===== src/hdl/bpcrc_pkg.sv =====
// Package: shared constants for the boot page CRC-32 stamper.
`default_nettype none
package bpcrc_pkg;

	localparam int unsigned PAGE_BYTES = 256;
	localparam int unsigned BOOT_BYTES_DEF = 256;

	localparam logic [31:0] CRC_POLY = 32'h04C1_1DB7;
	localparam logic [31:0] CRC_INIT = 32'hFFFF_FFFF;

	localparam logic [7:0] LAST_POS = 8'(PAGE_BYTES - 1);

endpackage
`default_nettype wire


===== src/hdl/boot_page_crc32_stamper.sv =====
// Top level: boot page CRC-32 stamper with valid/ready byte channels.
`default_nettype none
// Passes page bytes through one per cycle unless out_ready stalls the output. On a page that
// starts with boot_page set while stamp_enable is 1, it runs CRC-32/MPEG-2 (poly 04C11DB7,
// init all ones, MSB first, no final XOR) over the first BOOT_BYTES-4 bytes and replaces the
// next four with the CRC, low byte first. first_of_page restarts the byte count and CRC;
// stamp_enable is sampled on that byte. Throughput is one byte per cycle when not stalled;
// the byte-wide CRC XOR tree lies between the input byte and the CRC register, and the
// output register takes a new byte in the same cycle that its held byte is taken.
module boot_page_crc32_stamper #(
	parameter int unsigned BOOT_BYTES = bpcrc_pkg::BOOT_BYTES_DEF
) (
	input  wire logic       clk,
	input  wire logic       arst_n,
	input  wire logic       stamp_enable_we,
	input  wire logic       stamp_enable,
	input  wire logic       in_valid,
	output logic            in_ready,
	input  wire logic [7:0] data_byte,
	input  wire logic       first_of_page,
	input  wire logic       boot_page,
	output logic            out_valid,
	input  wire logic       out_ready,
	output logic      [7:0] out_byte,
	output logic            page_end
);
	import bpcrc_pkg::*;

	localparam logic [8:0] BootLim = 9'(BOOT_BYTES);
	localparam logic [8:0] SlotLim = 9'(BOOT_BYTES - 4);

	logic        stamp_enable_q;
	logic [31:0] crc_q;
	logic [7:0]  byte_pos_q;
	logic        stamping_q;
	logic        out_valid_q;
	logic [7:0]  out_byte_q;
	logic        page_end_q;

	logic        accept;
	logic        stamp_cur;
	logic [7:0]  pos_cur;
	logic [31:0] crc_cur;
	logic [31:0] crc_upd;
	logic        in_crc;
	logic        in_slot;
	logic [1:0]  slot_k;
	logic [7:0]  ob;

	assign in_ready = !out_valid_q || out_ready;
	assign accept   = in_valid && in_ready;

	// Restart count and CRC on the first byte of a page.
	assign stamp_cur = first_of_page ? (boot_page && stamp_enable_q) : stamping_q;
	assign pos_cur   = first_of_page ? 8'd0 : byte_pos_q;
	assign crc_cur   = first_of_page ? CRC_INIT : crc_q;

	assign in_crc  = stamp_cur && ({1'b0, pos_cur} < SlotLim);
	assign in_slot = stamp_cur && !({1'b0, pos_cur} < SlotLim) && ({1'b0, pos_cur} < BootLim);
	assign slot_k  = pos_cur[1:0] - SlotLim[1:0];

	bpcrc_crc_step u_crc (
		.crc_in  (crc_cur),
		.data    (data_byte),
		.crc_out (crc_upd)
	);

	always_comb begin
		ob = data_byte;
		if (in_slot) begin
			case (slot_k)
				2'd0:    ob = crc_cur[7:0];
				2'd1:    ob = crc_cur[15:8];
				2'd2:    ob = crc_cur[23:16];
				default: ob = crc_cur[31:24];
			endcase
		end
	end

	always_ff @(posedge clk or negedge arst_n) begin
		if (!arst_n) begin
			stamp_enable_q <= 1'b1;
			crc_q          <= CRC_INIT;
			byte_pos_q     <= 8'd0;
			stamping_q     <= 1'b0;
			out_valid_q    <= 1'b0;
		end else begin
			if (stamp_enable_we) begin
				stamp_enable_q <= stamp_enable;
			end
			if (accept) begin
				crc_q       <= in_crc ? crc_upd : crc_cur;
				byte_pos_q  <= pos_cur + 8'd1;
				stamping_q  <= stamp_cur;
				out_valid_q <= 1'b1;
			end else if (out_ready) begin
				out_valid_q <= 1'b0;
			end
		end
	end

	always_ff @(posedge clk) begin
		if (accept) begin
			out_byte_q <= ob;
			page_end_q <= (pos_cur == LAST_POS);
		end
	end

	assign out_valid = out_valid_q;
	assign out_byte  = out_byte_q;
	assign page_end  = page_end_q;

`ifndef SYNTHESIS
	a_accept_shows: assert property (@(posedge clk) disable iff (!arst_n)
		accept |=> out_valid)
		else $error("accepted item not presented");

	a_pass_through: assert property (@(posedge clk) disable iff (!arst_n)
		accept && !first_of_page && !stamping_q |=> out_byte == $past(data_byte))
		else $error("unstamped byte altered");

	a_page_end: assert property (@(posedge clk) disable iff (!arst_n)
		accept && !first_of_page && byte_pos_q == LAST_POS |=> page_end)
		else $error("page end missed");
`endif

endmodule
`default_nettype wire


===== src/hdl/bpcrc_crc_step.sv =====
// Byte-wide CRC-32/MPEG-2 update: MSB first, no reflection.
`default_nettype none
module bpcrc_crc_step (
	input  wire logic [31:0] crc_in,
	input  wire logic [7:0]  data,
	output logic      [31:0] crc_out
);
	import bpcrc_pkg::*;

	always_comb begin
		logic [31:0] c;
		c = crc_in ^ {data, 24'h0};
		for (int i = 0; i < 8; i++) begin
			if (c[31]) begin
				c = {c[30:0], 1'b0} ^ CRC_POLY;
			end else begin
				c = {c[30:0], 1'b0};
			end
		end
		crc_out = c;
	end

endmodule
`default_nettype wire

===== config.mk =====
export PLATFORM = sky130hd
export DESIGN_NAME = boot_page_crc32_stamper
export DESIGN_NICKNAME = d
export VERILOG_FILES = /design/src/hdl/bpcrc_pkg.sv /design/src/hdl/boot_page_crc32_stamper.sv /design/src/hdl/bpcrc_crc_step.sv
export SDC_FILE = /design/constraint.sdc
export NUM_CORES = 1
export LEC_CHECK = 0
export ABC_CLOCK_PERIOD_IN_PS = 5250
export BUFFER_PORTS_ARGS = -buffer_cell sky130_fd_sc_hd__buf_2
export CORE_MARGIN = 4
export CORE_UTILIZATION = 46
export DETAILED_ROUTE_END_ITERATION = 10
export PLACE_DENSITY = 0.65
export SLEW_MARGIN = 20
export SYNTH_ARGS = -nofsm -noshare
export SYNTH_HDL_FRONTEND = slang
export SYNTH_SLANG_ARGS = --single-unit

===== constraint.sdc =====
create_clock -name clk -period 5.25 [get_ports clk]
set_input_delay 1.3125 -clock clk [delete_from_list [all_inputs] [get_ports clk]]
set_output_delay 1.3125 -clock clk [all_outputs]
set_load 0.01 [all_outputs]

### Word-level counts from Yosys, hierarchy flattened

Index checks and enable logic that the tools add are counted.

* word-level logic and storage cells: 46
* register bits: 52
* output and inout bits: 11

* equality and inequality tests: 3
* multiplexer cells: 16
* order comparisons: 1
* reduce and logical (&&, ||, !) cells: 9
* add/sub/neg operators: 1
* bitwise operators: 9

Operators by type and width (count)
* two-way mux 27 bit: 8
* inverter 14 bit: 8
* two-way mux 32 bit: 2
* XOR 32 bit: 1
* case mux 8 bit (3 select lines): 1
* two-way mux 8 bit: 2
* adder 8 x 1 -> 8 bit (second input constant): 1
* equality test 8 bit (second input constant): 1
* < comparator 8 bit (second input constant): 1
* logical AND 1 bit: 4
* two-way mux 1 bit: 3
* equality test 2 x 1 -> 1 bit (second input constant): 1
* equality test 2 bit (second input constant): 1
* logical NOT 1 bit: 2
* logical NOT 2 bit: 1
* nonzero test 2 bit: 1
* logical OR 1 bit: 1

### Depth between registers and ports, before layout

* depth after elaboration: 19
* depth in mapped cells: 13
* gate-level depth less buffers: 10

### Cells and area by module

Synthesis repeated with hierarchy kept, for this count alone.

* cell total of the unflattened synthesis: 300
* area, all modules: 3686.0 um^2

By module, submodules not included
* boot_page_crc32_stamper: cells each 237, instances 1, area an instance 2728.9 um^2
* bpcrc_crc_step: cells each 63, instances 1, area an instance 957.2 um^2

### Worst setup path before layout

OpenSTA, ideal clock, no wires.

* path type: input to register
* start point: in first_of_page
* end point: reg out_byte_q[5], in the netlist out_byte[5] (data pin)
* data arrival time: 3.284 ns
* setup slack: 1.696 ns
* buffers on the path: 4
* required time: 4.981 ns
* stages on the path: 13
* path through: buf_2 buf_2 buf_1 nor2b_1 inv_1 ha_1 clkbuf_1 o21ai_0 nand2b_1 a221o_1 a2bb2oi_1 o22ai_1 o21ai_0

* word-level cells in the longest chain between the ends: 5

RTL lines
* start: declaration: RTL line boot_page_crc32_stamper.sv:20 `input wire logic first_of_page,`
* two-way mux 8 bit: RTL line boot_page_crc32_stamper.sv:55 `assign pos_cur = first_of_page ? 8'd0 : byte_pos_q;`
* < comparator 8 bit: RTL line boot_page_crc32_stamper.sv:59 `assign in_slot = stamp_cur && !({1'b0, pos_cur} < SlotLim) && ({1'b0, pos_cur} < BootLim);`
* logical NOT 1 bit: RTL line boot_page_crc32_stamper.sv:59
* logical AND 1 bit: RTL line boot_page_crc32_stamper.sv:59
* two-way mux 8 bit (*): RTL line boot_page_crc32_stamper.sv:70 `if (in_slot) begin`
* via ob[5]: RTL line boot_page_crc32_stamper.sv:48 `logic [7:0] ob;`
* end signal: assignment: RTL line boot_page_crc32_stamper.sv:104 `out_byte_q <= ob;`
* end: declaration: RTL line boot_page_crc32_stamper.sv:37 `logic [7:0] out_byte_q;`

Mark *: on every way through the listed nets, which the timed path passes. The rest lies on a longest branch.
A chain may end at the register's enable or synchronous reset.

### Worst setup path after layout

* start point: in first_of_page
* end point: reg out_byte_q[1], in the netlist out_byte[1] (data pin)

The elaborated chain is that of the path after synthesis.

==> key figures <==
Yosys
  • Post-synth EDFFs: 9
  • Mean post-synth cell area: 9.202 um2
  • Post-synthesis sequential area ratio: 0.3876
  • Top cells by area, synth: dfstp_2 24%, xnor2_1 14%, edfxtp_1 7.5%
  • Netlist cell types: 43
  • Cell taking the most area after synthesis: dfstp_2
  • Synth async-reset ratio: 0.8269
  • Mapped Area: 3580 um2
  • Mapped Cells: just under 400
  • Main synth FF type: dfstp_2
  • Synth top area share: 0.2422
  • Yosys reg bits: 52
  • Syn. warnings: 0
  • Net Count, Synth: between 400 and 500

Routing
  • Routed Antenna Nets: 0
  • Initial detailed-routing violation count: around 230
  • Drt via density: about 5.6
  • DRT Wirelength: around 9.0 mm
  • Via Count: 2800
  • Residual DRC: 0
  • Post-DR wirelength/cell: roughly 18 um
  • DRT Pass-1 Iters: 4

Floorplanning
  • Die area: about 9300 um2
  • Core area: between 7000 and 8000 um2
  • Starting Density: 0.4832
  • Num rows: 31
  • Die Height: about 96 um
  • Ports: 27
  • Die X: about 96 um

Setup path
  • CP peak stage delay: 0.31 ns
  • CP Max Fanout: 47
  • Cell mode on critical path: o21ai_0
  • Capturing element type of the critical path: register
  • CP startpoint kind: input port
  • Setup CP Type: in -> reg
  • Critical-path top delay cell: ha_1
  • CP top delay family: compound AO/OA/AOI/OAI gates
  • Critical path cell sequence: buf_2 > buf_4 > nor2b_1 > inv_1 > ha_1 > o21ai_0 > nand2b_1 > a221o_1 > a2bb2oi_1 > o22ai_1 > o21ai_0
  • CP required: between 5 and 6 ns
  • Worst Path Buf+Inv: 3
  • Crit path DAT: 3.49 ns

STA
  • Worst slew pin tran: ~0.99 ns
  • Tmin final: 3.429 ns
  • Unrepaired setup endpoints after global routing: no
  • Total negative slack: 0 ns
  • Clk_skew: about 0.019 ns
  • Fin. Hold Viols: 0
  • Setup WS post-layout: ~1.8 ns
  • Final Max Slew Viols: 0
  • Setup violations, final: 0
  • Hold Worst Slack: roughly 0.52 ns
  • Worst rel slew slack: 0.3400
  • Final period util: 0.6531
  • FMAX: about 290 MHz

Clocking
  • CTS tree: done
  • Clock-pin slew on the worst setup and hold paths: between 0.1 and 0.15 ns
  • # resized after CTS: 0
  • Setup repair bufs after CTS: 0
  • Clk_lat worst skew: about 0.32 ns
  • CTS HTree Levels: 2
  • CTS Buf Count: 5
  • Hold-fix buffers, CTS: 0
  • CTS root buffer: clkbuf_8
  • CTS max path bufs: 2
  • Sink Count: 52

Placed design
  • Setup WS pre-CTS: 1.504 ns
  • Port-buffer cells: 26
  • RePlAce Congestion: between 0.8 and 0.9
  • Dpl hpwl: ~6.2 mm

Flow run
  • Max_cap viols: 0

Power and ir drop
  • Power per cell area: 593.5 nW/um2
  • Lkg Pwr: 1.492 nW
  • Final Power: approximately 0.0023 W
  • Maximum VDD drop: between 200 and 250 uV

Global routing
  • First-pass GRT wire length: 14.66 mm
  • Largest net degree at the start of global routing: 48
  • Total Routing Usage GR: 0.2092
  • Initial antenna violation count: 0
  • Grt ovf: 0
  • Vias in the first global route: approximately 2700

Final layout
  • Layout cells sized above 1: 0.2161
  • Area Growth Syn to Fin: 7.165%
  • Final nets: between 400 and 500
  • N_diodes: 0
  • Final core utilization: 0.5178
  • Filler cells: between 600 and 700

Worst hold path
  • Hold crit path type: reg -> reg

Status
  • Status: finished, final reports clean
path summary, 6_finish.rpt:
kind | end | depth (start not counted) | start | slack [ns]
max | out_byte[1] | 11 | first_of_page | 1.82
min | byte_pos_q[1] | 2 | byte_pos_q[1] | 0.52
max reg2reg | crc_q[8] | 6 | crc_q[31] | 2.81
min reg2reg | byte_pos_q[1] | 2 | byte_pos_q[1] | 0.52
max in group asynchronous | out_valid | 1 | arst_n | 3.48
min in group asynchronous | byte_pos_q[6] | 1 | arst_n | 1.16
area by class of cell:
type	count	area (um2)	share of cell area
well taps	99	123.9	0.03229
inverters	10	37.54	0.009785
repair buffers	30	160.2	0.04175
flip-flops and latches	52	1388	0.3617
multi-input cells	298	2016	0.5254
clock inverters	3	42.54	0.01109
clock buffers	5	68.82	0.01794
registers in the layout, indices dropped and copies added, names as in the netlist:
register,count
out_valid,1
byte_pos_q,8
stamp_enable_q,1
out_byte,8
page_end,1
crc_q,32
stamping_q,1
synth_stat cells (all sizes together), types with 4 or more instances:
cell type and count:
a2bb2oi 5, nor2 55, dfrtp 10, a21oi 35, o32ai 5, dfstp 33, nor3 4, o22ai 9
xnor2 63, xor2 19, nand2 31, o21ai 25, ha 4, edfxtp 9, buf 11, inv 10
nand2b 5, clkbuf 18, a221o 6
metrics by stage:
step,cells,cell area [um2]
after floorplan,389,3580
after global placement,489,3725
after detailed placement,489,3725
after CTS,497,3836
after global routing,497,3836
final,497,3836
cells by family (layout without fill, tap and decap cells):
family / Yosys count / count (layout) / share of synthesized area
simple gates: 105 / 105 / 0.1216
xor+xnor: 85 / 85 / 0.2363
compound gates: 101 / 101 / 0.1825
fa+ha+maj: 4 / 4 / 0.01398
buf+inv: 39 / 48 / 0.04928
flops: 52 / 52 / 0.3876
mux: 3 / 3 / 0.008738
power breakdown:
group          switching (W)  internal [W]
Clock               0.000144      0.000141
Combinational       0.000570      0.000592
Sequential          0.000205      0.000625
Total               0.000918       0.00136
worst reg2reg max path: cells and delay by family, from the launching register on:
family          cells  cell delay [ns]
xor+xnor            4             1.21
simple gates        1             0.18
flops               1             0.76
compound gates      1             0.21
placed cells by master, fill, tap and decap left out, types with 2 or more instances in the layout:
cell type  count
a221o_1        6
o32ai_1        5
o221a_2        2
xnor2_2        6
a21oi_1       35
nor2b_1        2
dfstp_2       33
edfxtp_1       9
nand2_1       31
buf_2         26
o22ai_1        9
xnor3_1        3
ha_1           4
nor2_1        54
clkbuf_8       5
a2bb2oi_1      5
buf_4          4
mux2i_1        2
o32a_1         2
nor3_1         4
inv_1         10
or2_2          2
xnor2_1       57
o21ai_0       25
xor2_1        17
o22a_1         2
nand3_1        3
dfrtp_1       10
nand2b_1       5
xor2_2         2
a221oi_1       3
o2111ai_1      3
layer usage:
| metal | track usage | wire length, um | vias to the layer above |
|---|---|---|---|
| met4 | 0.03791 | 64 | 0 |
| li1 | - | - | 1340 |
| met2 | 0.3151 | 4028 | 101 |
| met5 | 0 | 0 | - |
| met3 | 0.03831 | 841 | 6 |
| met1 | 0.3145 | 4044 | 1353 |
No activity file was read; power rests on OpenSTA's default activity.
